<file path="config.mk">
export PLATFORM = sky130hd
export DESIGN_NAME = websocket_receive_deframer_core
export DESIGN_NICKNAME = d
export VERILOG_FILES = /design/src/wsrd_pkg.sv /design/src/wsrd_front.sv /design/src/wsrd_queue.sv /design/src/websocket_receive_deframer_core.sv
export SDC_FILE = /design/constraint.sdc
export NUM_CORES = 1
export LEC_CHECK = 0
export ABC_AREA = 0
export BUFFER_PORTS_ARGS = -buffer_cell sky130_fd_sc_hd__buf_4
export CORE_MARGIN = 3
export CORE_UTILIZATION = 68
export CTS_CLUSTER_SIZE = 28
export DETAILED_ROUTE_END_ITERATION = 10
export MAX_ROUTING_LAYER = met4
export PLACE_DENSITY_LB_ADDON = 0.12
export SLEW_MARGIN = 20
export SYNTH_ARGS = -nofsm -noshare
export SYNTH_HDL_FRONTEND = slang
export SYNTH_SLANG_ARGS = --single-unit
</file>
<file path="constraint.sdc">
create_clock -name clock -period 15.6 [get_ports clock]
set_clock_uncertainty 0.2 [all_clocks]
set_input_delay 1.56 -clock clock [delete_from_list [all_inputs] [get_ports clock]]
set_output_delay 1.56 -clock clock [all_outputs]
set_load 0.03 [all_outputs]
</file>
<file path="src/wsrd_pkg.sv">
`timescale 1ns / 1ps
package wsrd_pkg;
   localparam int MaxBytes = 8192;
   localparam int CntW = $clog2(MaxBytes + 2);

   localparam logic [3:0] OpCont = 4'd0;
   localparam logic [3:0] OpText = 4'd1;
   localparam logic [3:0] OpBinary = 4'd2;
   localparam logic [3:0] OpClose = 4'd8;
   localparam logic [3:0] OpPing = 4'd9;
   localparam logic [3:0] OpPong = 4'd10;

   typedef enum logic [1:0] {
      KIND_TEXT = 2'd0,
      KIND_PONG = 2'd1,
      KIND_ACCEPT = 2'd2,
      KIND_ERROR = 2'd3
   } kind_type;

   typedef struct packed {
      logic [1:0] kind;
      logic [7:0] payload_byte;
      logic byte_valid;
      logic last;
   } rsp_type;

   localparam int RspW = $bits(rsp_type);
endpackage

</file>
<file path="src/wsrd_front.sv">
`timescale 1ns / 1ps
module wsrd_front (
   input  logic clock,
   input  logic reset,
   input  logic in_valid,
   output logic in_ready,
   input  logic in_action,
   input  logic [7:0] in_byte,
   output logic q_valid,
   input  logic q_ready,
   output wsrd_pkg::rsp_type q_data
);
   typedef enum logic [3:0] {
      PH_SHAKE = 4'b0001,
      PH_HEADER = 4'b0010,
      PH_PAYLOAD = 4'b0100,
      PH_DEAD = 4'b1000
   } phase_type;

   localparam int W = wsrd_pkg::CntW;
   localparam logic [W-1:0] Lim = W'(wsrd_pkg::MaxBytes);
   localparam logic [W:0] LimX = (W+1)'(wsrd_pkg::MaxBytes);

   phase_type phase_ff, phase_in;
   logic [3:0] pidx_ff, pidx_in;
   logic pbad_ff, pbad_in;
   logic [1:0] blank_ff, blank_in;
   logic [W-1:0] reply_ff, reply_in;
   logic [3:0] hidx_ff, hidx_in;
   logic fin_ff, fin_in;
   logic [3:0] fkind_ff, fkind_in;
   logic masked_ff, masked_in;
   logic [W-1:0] flen_ff, flen_in;
   logic ovf_ff, ovf_in;
   logic [W-1:0] pay_ff, pay_in;
   logic [31:0] key_ff, key_in;
   logic [1:0] frag_ff, frag_in;
   logic [W-1:0] msg_ff, msg_in;
   logic [3:0] ext_ff, ext_in;

   logic fire, emit;
   wsrd_pkg::rsp_type r;

   assign in_ready = q_ready;
   assign fire = in_valid && in_ready;
   assign q_valid = fire && emit;
   assign q_data = r;

   function automatic logic [7:0] status_char(input logic [3:0] i);
      case (i)
         4'd0: status_char = 8'h48;
         4'd1: status_char = 8'h54;
         4'd2: status_char = 8'h54;
         4'd3: status_char = 8'h50;
         4'd4: status_char = 8'h2f;
         4'd5: status_char = 8'h31;
         4'd6: status_char = 8'h2e;
         4'd7: status_char = 8'h31;
         4'd8: status_char = 8'h20;
         4'd9: status_char = 8'h31;
         4'd10: status_char = 8'h30;
         4'd11: status_char = 8'h31;
         default: status_char = 8'h00;
      endcase
   endfunction

   logic [7:0] blank_char;
   logic [W+8:0] shl;
   logic [3:0] hlen;
   logic [W:0] sum_h, sum_m;
   logic text_cls;
   logic [7:0] kb;
   logic is_last;
   logic tfin;
   logic [3:0] tk;
   logic [1:0] tfrag;

   always_comb begin
      phase_in = phase_ff; pidx_in = pidx_ff; pbad_in = pbad_ff; blank_in = blank_ff;
      reply_in = reply_ff; hidx_in = hidx_ff; fin_in = fin_ff; fkind_in = fkind_ff;
      masked_in = masked_ff; flen_in = flen_ff; ovf_in = ovf_ff; pay_in = pay_ff;
      key_in = key_ff; frag_in = frag_ff; msg_in = msg_ff; ext_in = ext_ff;
      emit = 1'b0;
      r = '0;
      blank_char = blank_ff[0] ? 8'd10 : 8'd13;
      shl = '0; hlen = '0; sum_h = '0; sum_m = '0; kb = '0; is_last = 1'b0;
      tfin = fin_ff; tk = fkind_ff; tfrag = frag_ff;
      text_cls = (fkind_ff == 4'd1) || (fkind_ff == 4'd0 && frag_ff == 2'd1);
      if (in_action) begin
         phase_in = PH_SHAKE; pidx_in = '0; pbad_in = 1'b0; blank_in = '0;
         reply_in = '0; hidx_in = '0; fin_in = 1'b0; fkind_in = '0; masked_in = 1'b0;
         flen_in = '0; ovf_in = 1'b0; pay_in = '0; key_in = '0; frag_in = '0;
         msg_in = '0; ext_in = '0;
      end else begin
         case (phase_ff)
            PH_SHAKE: begin
               reply_in = reply_ff + 1'b1;
               if (reply_ff >= Lim) begin
                  phase_in = PH_DEAD; emit = 1'b1; r.kind = wsrd_pkg::KIND_ERROR;
               end else begin
                  if (pidx_ff < 4'd12 && !pbad_ff) begin
                     if (in_byte == status_char(pidx_ff) ||
                         (pidx_ff == 4'd7 && in_byte == 8'h30))
                        pidx_in = pidx_ff + 1'b1;
                     else
                        pbad_in = 1'b1;
                  end
                  if (in_byte == blank_char) begin
                     if (blank_ff == 2'd3) begin
                        emit = 1'b1;
                        if (pbad_in || pidx_in < 4'd12) begin
                           phase_in = PH_DEAD; r.kind = wsrd_pkg::KIND_ERROR;
                        end else begin
                           phase_in = PH_HEADER; hidx_in = '0;
                           r.kind = wsrd_pkg::KIND_ACCEPT;
                        end
                     end else begin
                        blank_in = blank_ff + 1'b1;
                     end
                  end else begin
                     blank_in = (in_byte == 8'd13) ? 2'd1 : 2'd0;
                  end
               end
            end
            PH_HEADER: begin
               if (hidx_ff == 4'd0) begin
                  fin_in = in_byte[7]; fkind_in = in_byte[3:0]; hidx_in = 4'd1;
               end else begin
                  if (hidx_ff == 4'd1) begin
                     masked_in = in_byte[7];
                     ext_in = (in_byte[6:0] == 7'd126) ? 4'd2 :
                              (in_byte[6:0] == 7'd127) ? 4'd8 : 4'd0;
                     flen_in = (ext_in != 4'd0) ? '0 : W'(in_byte[6:0]);
                     ovf_in = 1'b0; key_in = '0;
                  end else if (hidx_ff - 4'd2 < ext_ff) begin
                     shl = {1'b0, flen_ff, in_byte};
                     if (shl > (W+9)'(wsrd_pkg::MaxBytes)) begin
                        ovf_in = 1'b1; flen_in = Lim + 1'b1;
                     end else begin
                        flen_in = shl[W-1:0];
                     end
                  end else begin
                     key_in = {key_ff[23:0], in_byte};
                  end
                  hidx_in = hidx_ff + 1'b1;
                  hlen = 4'd2 + ext_in + (masked_in ? 4'd4 : 4'd0);
                  if (hidx_in >= hlen) begin
                     sum_h = (W+1)'(hlen) + {1'b0, flen_in};
                     sum_m = {1'b0, msg_ff} + {1'b0, flen_in};
                     tk = fkind_in; tfin = fin_in;
                     if (ovf_in || flen_in > Lim || sum_h > LimX ||
                         (tk[3] && (!tfin || flen_in > W'(125))) ||
                         (tk == 4'd0 && (frag_ff == 2'd0 || sum_m > LimX)) ||
                         ((tk == 4'd1 || tk == 4'd2) && frag_ff != 2'd0) ||
                         (tk != 4'd0 && tk != 4'd1 && tk != 4'd2 &&
                          tk != 4'd9 && tk != 4'd10)) begin
                        phase_in = PH_DEAD; emit = 1'b1; r.kind = wsrd_pkg::KIND_ERROR;
                     end else begin
                        if (tk == 4'd0) msg_in = sum_m[W-1:0];
                        else if ((tk == 4'd1 || tk == 4'd2) && !tfin) begin
                           frag_in = tk[1:0]; msg_in = flen_in;
                        end
                        tfrag = frag_in;
                        pay_in = '0;
                        if (flen_in != '0) begin
                           phase_in = PH_PAYLOAD;
                        end else begin
                           if (tk == 4'd9) begin
                              emit = 1'b1; r.kind = wsrd_pkg::KIND_PONG; r.last = 1'b1;
                           end else if (tfin && (tk == 4'd1 ||
                                        (tk == 4'd0 && tfrag == 2'd1))) begin
                              emit = 1'b1; r.kind = wsrd_pkg::KIND_TEXT; r.last = 1'b1;
                           end
                           if (tk == 4'd0 && tfin) begin
                              frag_in = '0; msg_in = '0;
                           end
                           phase_in = PH_HEADER; hidx_in = '0;
                        end
                     end
                  end
               end
            end
            PH_PAYLOAD: begin
               case (pay_ff[1:0])
                  2'd0: kb = key_ff[31:24];
                  2'd1: kb = key_ff[23:16];
                  2'd2: kb = key_ff[15:8];
                  default: kb = key_ff[7:0];
               endcase
               if (!masked_ff) kb = '0;
               is_last = ({1'b0, pay_ff} + 1'b1) >= {1'b0, flen_ff};
               pay_in = pay_ff + 1'b1;
               r.payload_byte = in_byte ^ kb;
               r.byte_valid = 1'b1;
               if (fkind_ff == 4'd9) begin
                  emit = 1'b1; r.kind = wsrd_pkg::KIND_PONG; r.last = is_last;
               end else if (text_cls) begin
                  emit = 1'b1; r.kind = wsrd_pkg::KIND_TEXT; r.last = is_last & fin_ff;
               end
               if (!emit) r = '0;
               if (is_last) begin
                  if (fkind_ff == 4'd0 && fin_ff) begin
                     frag_in = '0; msg_in = '0;
                  end
                  phase_in = PH_HEADER; hidx_in = '0; pay_in = '0;
               end
            end
            default: ;
         endcase
      end
   end

   always_ff @(posedge clock) begin
      if (reset) begin
         phase_ff <= PH_SHAKE; pidx_ff <= '0; pbad_ff <= 1'b0; blank_ff <= '0;
         reply_ff <= '0; hidx_ff <= '0; fin_ff <= 1'b0; fkind_ff <= '0;
         masked_ff <= 1'b0; flen_ff <= '0; ovf_ff <= 1'b0; pay_ff <= '0;
         key_ff <= '0; frag_ff <= '0; msg_ff <= '0; ext_ff <= '0;
      end else if (fire) begin
         phase_ff <= phase_in; pidx_ff <= pidx_in; pbad_ff <= pbad_in;
         blank_ff <= blank_in; reply_ff <= reply_in; hidx_ff <= hidx_in;
         fin_ff <= fin_in; fkind_ff <= fkind_in; masked_ff <= masked_in;
         flen_ff <= flen_in; ovf_ff <= ovf_in; pay_ff <= pay_in; key_ff <= key_in;
         frag_ff <= frag_in; msg_ff <= msg_in; ext_ff <= ext_in;
      end
   end

   a_dead_silent: assert property (@(posedge clock) disable iff (reset)
      (phase_ff == PH_DEAD && !in_action) |-> !q_valid)
      else $error("output in dead phase");
   a_pay_bound: assert property (@(posedge clock) disable iff (reset)
      (phase_ff == PH_PAYLOAD) |-> (pay_ff < flen_ff))
      else $error("payload index past length");
   a_err_dead: assert property (@(posedge clock) disable iff (reset)
      (q_valid && q_data.kind == wsrd_pkg::KIND_ERROR) |=> (phase_ff == PH_DEAD))
      else $error("error without dead phase");
endmodule

</file>
<file path="src/wsrd_queue.sv">
`timescale 1ns / 1ps
module wsrd_queue (
   input  logic clock,
   input  logic reset,
   input  logic in_valid,
   output logic in_ready,
   input  wsrd_pkg::rsp_type in_data,
   output logic out_valid,
   input  logic out_ready,
   output wsrd_pkg::rsp_type out_data
);
   wsrd_pkg::rsp_type mem_ff [2];
   logic wp_ff, rp_ff;
   logic [1:0] cnt_ff;
   logic push, pop;

   assign in_ready = cnt_ff != 2'd2;
   assign out_valid = cnt_ff != 2'd0;
   assign out_data = mem_ff[rp_ff];
   assign push = in_valid && in_ready;
   assign pop = out_valid && out_ready;

   always_ff @(posedge clock) begin
      if (push) mem_ff[wp_ff] <= in_data;
      if (reset) begin
         wp_ff <= 1'b0; rp_ff <= 1'b0; cnt_ff <= '0;
      end else begin
         if (push) wp_ff <= ~wp_ff;
         if (pop) rp_ff <= ~rp_ff;
         cnt_ff <= cnt_ff + {1'b0, push} - {1'b0, pop};
      end
   end

   a_no_over: assert property (@(posedge clock) disable iff (reset) cnt_ff <= 2'd2)
      else $error("queue overflow");
endmodule

</file>
<file path="src/websocket_receive_deframer_core.sv">
`timescale 1ns / 1ps
// Takes one received byte per cycle while req_tready is high and returns at most one
// result per byte. A front parser updates the handshake and frame state in the same
// cycle it accepts a byte and pushes any result into a two-entry queue; req_tready is
// the queue's not-full flag, so one byte a cycle is sustained while results drain.
module websocket_receive_deframer_core (
   input  logic clock,
   input  logic reset,
   input  logic req_tvalid,
   output logic req_tready,
   input  logic [7:0] req_tdata,   // data_byte
   input  logic req_tuser,         // action
   output logic rsp_tvalid,
   input  logic rsp_tready,
   output logic [7:0] rsp_tdata,   // payload_byte
   output logic [2:0] rsp_tuser,   // byte_valid, kind[1:0]
   output logic rsp_tlast          // last
);
   logic qv, qr;
   wsrd_pkg::rsp_type qd, od;

   wsrd_front u_front (
      .clock(clock), .reset(reset), .in_valid(req_tvalid), .in_ready(req_tready),
      .in_action(req_tuser), .in_byte(req_tdata), .q_valid(qv), .q_ready(qr),
      .q_data(qd));

   wsrd_queue u_queue (
      .clock(clock), .reset(reset), .in_valid(qv), .in_ready(qr), .in_data(qd),
      .out_valid(rsp_tvalid), .out_ready(rsp_tready), .out_data(od));

   assign rsp_tdata = od.payload_byte;
   assign rsp_tuser = {od.byte_valid, od.kind};
   assign rsp_tlast = od.last;
endmodule

</file>
Word level (Yosys, flattened, before mapping) --
Memory sizes are Yosys's and may differ from the RTL's. A register that Yosys moved wholly into a read port is not among the register bits. Cells that the tools add are included.
Word-level totals: RAM bits 24, flip-flop bits (word level) 120, ROM bits 112, memories 2, input port bits 13
Cells by class: bitwise logic cells 4, muxes and demuxes 175, reduce and logical (&&, ||, !) cells 57, add/subtract/negate cells 13, order comparisons 11, equal/unequal tests 39
Memories:
- (no name shown) | depth 16, bits a word 7, read ports 1, clocked after memory_dff 1, wr ports 0, RTL line wsrd_front.sv:50 | case (i)
- u_queue.mem_ff | depth 2, bits a word 12, read ports 1, clocked after memory_dff 1, wr ports 1, RTL line wsrd_queue.sv:12 | wsrd_pkg::rsp_type mem_ff [2];
Operator list (count):
- $mux W14 | 26
- $mux W4 | 41
- $mux W32 | 5
- $mux W8 | 7
- $pmux W14 S2 | 2
- $mux W2 | 27
- $mux W1 | 53
- $gt A15 B14 Y1 const B | 2
- $add A14 B1 Y14 const B | 2
- $pmux W4 S3 | 2
- $pmux W8 S3 | 1
- $gt A22 B14 Y1 const B | 1
- $reduce_and A7 Y1 | 3
- $logic_and A1 B1 Y1 | 18
- $ne A3 B2 Y1 const B | 6
- $eq A8 B8 Y1 | 2
- $add A14 B1 Y15 const B | 1
- $add A14 B14 Y15 | 1
- $add A4 B14 Y15 | 1
- $ge A15 B14 Y1 | 1
- $ne A3 B3 Y1 const B | 5
- $eq A7 B7 Y1 const B | 2
- $ge A14 B14 Y1 const B | 1
- $gt A14 B14 Y1 const B | 1
- other kinds (47) | 88

Longest topological paths before layout --
word-level depth 37, gate-level depth with buffers 27, gate-level depth less buffers 25

Cells and area by module --
Synthesis repeated with hierarchy kept, for this count alone.
Second synthesis, totals: cell total of the unflattened synthesis 1162, area, all modules 9585.4 um2
By module, submodules not included:
- wsrd_front | cells an instance 1096, seq. area each 2462.4 um2, times used 1, area each 8464.4 um2
- wsrd_queue | cells an instance 66, seq. area each 820.8 um2, times used 1, area each 1121.1 um2

Least setup slack after synthesis --
No wires, ideal clock.
path kind input to register, start input port req_tdata[5], end memory u_queue.mem_ff[0][0] (netlist bit) (enable), data arrival time 5.609 ns, stages 18, path buffers 1, setup slack 9.409 ns, setup time 0.382 ns, data required time 15.018 ns, cell sequence buf_4 -> nor4_4 -> a41oi_2 -> a211oi_2 -> nand2_1 -> o21ai_1 -> ha_1 -> o21a_1 -> o31a_1 -> o41ai_1 -> mux2i_1 -> nand3_1 -> nor4_1 -> o211ai_1 -> a22oi_4 -> and2_1 -> a21oi_2 -> nor2b_1
On the way: word-level cells in the longest chain between the ends 25, elaborated cells on any way between the ends 56, classes of those cells add/sub (4); order compare (6); eq/ne (3); mux (29); reduce/logical (14)
Ends and longest elaborated chain:
- start, declared | RTL line websocket_receive_deframer_core.sv:11 | input logic [7:0] req_tdata,
- $eq A7 B7 Y1 | RTL line wsrd_front.sv:132 | (in_byte[6:0] == 7'd127) ? 4'd8 : 4'd0;
- $mux W4 | RTL line wsrd_front.sv:132
- $mux W4 | RTL line wsrd_front.sv:131 | ext_in = (in_byte[6:0] == 7'd126) ? 4'd2 :
- $mux W4 or $reduce_bool A4 Y1 (tied branches) | RTL line wsrd_front.sv:129, wsrd_front.sv:133
- $mux W4 or $mux W7 (tied branches) | RTL line wsrd_front.sv:126, wsrd_front.sv:133
- $mux W4 or $mux W14 (tied branches) | RTL line wsrd_front.sv:95, wsrd_front.sv:129
- $mux W4 or $mux W14 (tied branches) | RTL line wsrd_front.sv:89, wsrd_front.sv:126
- $add A2 B4 Y4 or $mux W14 (tied branches) | RTL line wsrd_front.sv:146, wsrd_front.sv:95
- [... 9 more ...]
- $mux W1 | RTL line wsrd_front.sv:147 | if (hidx_in >= hlen) begin
- $mux W1 | RTL line wsrd_front.sv:126 | if (hidx_ff == 4'd0) begin
- $pmux W1 S3 * | RTL line wsrd_front.sv:95 | case (phase_ff)
- $mux W1 * | RTL line wsrd_front.sv:89 | if (in_action) begin
- $logic_and A1 B1 Y1 * | RTL line wsrd_front.sv:46 | assign q_valid = fire && emit;
- $logic_and A1 B1 Y1 * | RTL line wsrd_queue.sv:20 | assign push = in_valid && in_ready;
- $mux W1 * | RTL line wsrd_queue.sv:24 | if (push) mem_ff[wp_ff] <= in_data;
- $mux W1 (implied by the code) * | RTL line wsrd_queue.sv:24
- end, declared | RTL line wsrd_queue.sv:12
Mark *: on every way between the ends. The rest lies on a longest branch, timed or not. The select of a mux whose other input is x is not followed.

==> out/metrics.yaml <==
outcome:
  status: "finished, final reports clean"
clock_tree:
  cts.path.max_buffers: 2
  cts_tree: "built"
  cts_hold_buf: 0
  cts.sinks: 152
  cts_inserted_buffers: 17
  clk_pin_slew_ns: 0.07
  clk_latency_ns: 0.44
  post_cts_resized: 0
  cts_max_level: 4
  cts_root_buf: "clkbuf_16"
  post_cts_buffers: 0
timing:
  finalHoldViolations: 0
  finalSetupTns_ns: 0
  period_share_pct: 42.46
  finalSetupViolations: 0
  worst_pin_slew_ns: 1.044
  rsz0062_at_grt: "no"
  post-route-min-period_ns: 6.624
  slew_headroom_pct: 30.42
  drv_slew: 0
  fmax_mhz: 151.0
  worst_slack_ns: 8.976
synth:
  synth_cell_types: 93
  synth_ff_type: "dfxtp_1"
  synth_edf_count: 24
  syn-num-nets: 1221
  syn_avg_cell_area_um2: 8.426
  ys_warn_count: 0
  synth_area_leaders: "dfxtp_1 27%, ha_1 7.6%, edfxtp_1 7.5%"
  synth.largest_area_cell: "dfxtp_1"
  yosys.area.top_type_share_pct: 26.54
  syn-instance-count: 1146
  synth.yosys.seq_area_share_pct: 34.00
  synth-seq-cells: 152
  synth-async-reset-ratio_pct: 0
  synth_area_um2: 9657
die:
  num_io_pins: 27
  dieArea_um2: 15670
  core_area_um2: 13560
  die_h_um: 125.2
  start_util_pct: 71.23
  dieWidth_um: 125.2
  row_count: 42
placement:
  place_congestion: 0.9655
  io_buffers: 26
  hpwl_um: 17950
  place_area_um2: 9907
  pre_cts_slack_ns: 8.327
grt:
  groute.usage.overall_pct: 33.25
  grt_remaining_overflow: 0
  grt_pass1_vias: 8150
  grt_first_pass_wirelength_um: 41580
  antenna_found_initial: 0
  grt_max_degree: 79
setup_path:
  cp.arrival_ns: 6.60
  cp.required_ns: 15.58
  reg2reg_from: "u_front.hidx_ff[2]$_SDFFE_PP0P_"
  startpoint: "req_tdata[0]"
  crit_path_end_kind: "flip-flop"
  r2r_slack_ns: 9.15
  critPathMaxFanout: 12
  startpoint_type: "input port"
  path_class: "in2reg"
min_path:
  min_from: "u_front.ext_ff[0]$_SDFFE_PP0P_"
  hp-class: "reg2reg"
job:
  maxCapViolations: 0
finish:
  diodes: 0
  fin_area_um2: 10480
  area_growth_pct: 8.487
  drive_above_1_share_pct: 10.01
  fin_nets: 1211
pwr:
  irDropWorstVdd_mv: 0.07476
  power_density_nw_per_um2: 87.85
  leakage_nw: 4.039
  power_mw: 0.9203
route:
  drtPass1Iterations: 6
  drt-wirelength-per-cell_um: 19.51
  viasPerCell: 6.671
  first_iter_violations: 1066
  vias: 8839
  drc: 0
  final_antenna_net_count: 0
  wirelength_um: 25850
[metal layers]
layer | vias up | routed length (um) | GRT usage (%)
li1 | 4182 | - | -
met1 | 4128 | 10890 | 43.32
met2 | 445 | 12110 | 51.66
met3 | 84 | 2132 | 6.908
met4 | 0 | 720 | 11.73
met5 | - | 0 | -
[critical path, cell delays in order]
cell and delay, ns:
buf_4 0.17, nor4_2 0.38, a41oi_2 0.21, a211oi_2 0.35, nand2_1 0.21, o21ai_1 0.54, ha_1 0.38, o21a_1 0.19
o31a_1 0.14, o41ai_1 0.49, mux2i_1 0.29, nand3_1 0.10, nor4_1 0.32, o211ai_1 0.19, a22oi_4 0.32, a21boi_4 0.43
nor2b_1 0.09, o21a_1 0.24
[cells in the mapped netlist, types with 5 or more instances]
master and number:
nor2_1 154, dfxtp_1 128, inv_1 68, nand2_1 66, ha_1 59, a21oi_1 55, a22oi_1 53, clkbuf_1 52
o21ai_0 37, nand3_1 30, xor2_1 30, nor3_1 26, edfxtp_1 24, xnor2_1 24, nand2b_1 22, a21o_1 20
mux2_2 17, nor2b_1 17, a211oi_1 15, nor4_1 15, and3_1 14, nand4_1 14, a31oi_1 12, a311oi_1 11
o2bb2ai_1 10, o22ai_1 9, a222oi_1 8, o21a_1 8, and2_1 7, o31ai_1 6, a211o_1 5, buf_1 5
buf_2 5, mux2i_1 5, o211ai_1 5, o32ai_1 5, or3_1 5
[worst paths after layout]
path / cells after the start / endpoint
worst max-delay path: 18 / u_queue.mem_ff[1][10]$_DFFE_PP_
worst min register to register: 1 / u_front.ext_ff[0]$_SDFFE_PP0P_
worst min-delay path: 1 / u_front.ext_ff[0]$_SDFFE_PP0P_
worst max register to register: 21 / u_queue.mem_ff[1][10]$_DFFE_PP_
[power breakdown]
| part | switching (mW) | total (mW) | internal, mW |
|---|---|---|---|
| combinational | 0.0756 | 0.115 | 0.0391 |
| sequential | 0.00594 | 0.407 | 0.401 |
| clock | 0.174 | 0.399 | 0.224 |
[per-stage QoR]
| stage | utilization (%) | hold slack [ns] | instances |
|---|---|---|---|
| 2_1_floorplan | - | 0.2424 | 1146 |
| 3_3_place_gp | 73.07 | 0.2645 | 1293 |
| 4_1_cts | 77.21 | 0.2823 | 1325 |
| 5_1_grt | 77.27 | 0.3082 | 1325 |
| 3_5_place_dp | 73.07 | 0.2735 | 1293 |
| 6_report | 77.27 | 0.2832 | 1325 |
[layout make-up]
type | instances | area [um^2]
multi-input cells | 859 | 5879
flip-flops and latches | 152 | 3283
fillers | 965 | 3082
clock buffers | 18 | 439.2
repair buffers | 36 | 270.3
inverters | 70 | 262.8
well taps | 176 | 220.2
clock inverters | 14 | 121.4
[cells in the final DEF, fill, tap and decap left out, drive strengths merged, types with 8 or more instances in the layout]
cell and n:
and3 14, a21oi 56, a211oi 16, a222oi 8, nand2 66, o21a 8, buf 36, nand4 14
a21o 20, nor2 154, dfxtp 128, nor3 28, mux2 17, nand3 32, o2bb2ai 10, a22oi 54
a31oi 12, clkbuf 18, nand2b 22, xor2 30, nor4 19, xnor2 24, a311oi 11, inv 74
ha 59, o22ai 11, nor2b 17, edfxtp 24, o21ai 42
[sequential cells by signal, summed over array words and instances, names as in the netlist, 14 cells and up, named ones only]
| signal | flops |
|---|---|
| u_queue.mem_ff | 24 |
| u_front.pay_ff | 14 |
| u_front.key_ff | 32 |
| u_front.reply_ff | 14 |
| u_front.flen_ff | 14 |
| u_front.msg_ff | 14 |
[kinds of logic after synthesis]
group | count (synthesis) | synth area share [%]
DFF | 152 | 34.00
buffers and inverters | 135 | 5.507
AOI/OAI and AO/OA | 315 | 23.80
adders and majority gates | 63 | 8.370
muxes | 22 | 2.501
and+or+nand+nor | 405 | 20.93
xor gates and xnor gates | 54 | 4.898
Note: power is estimated with default switching activity, not from simulation.
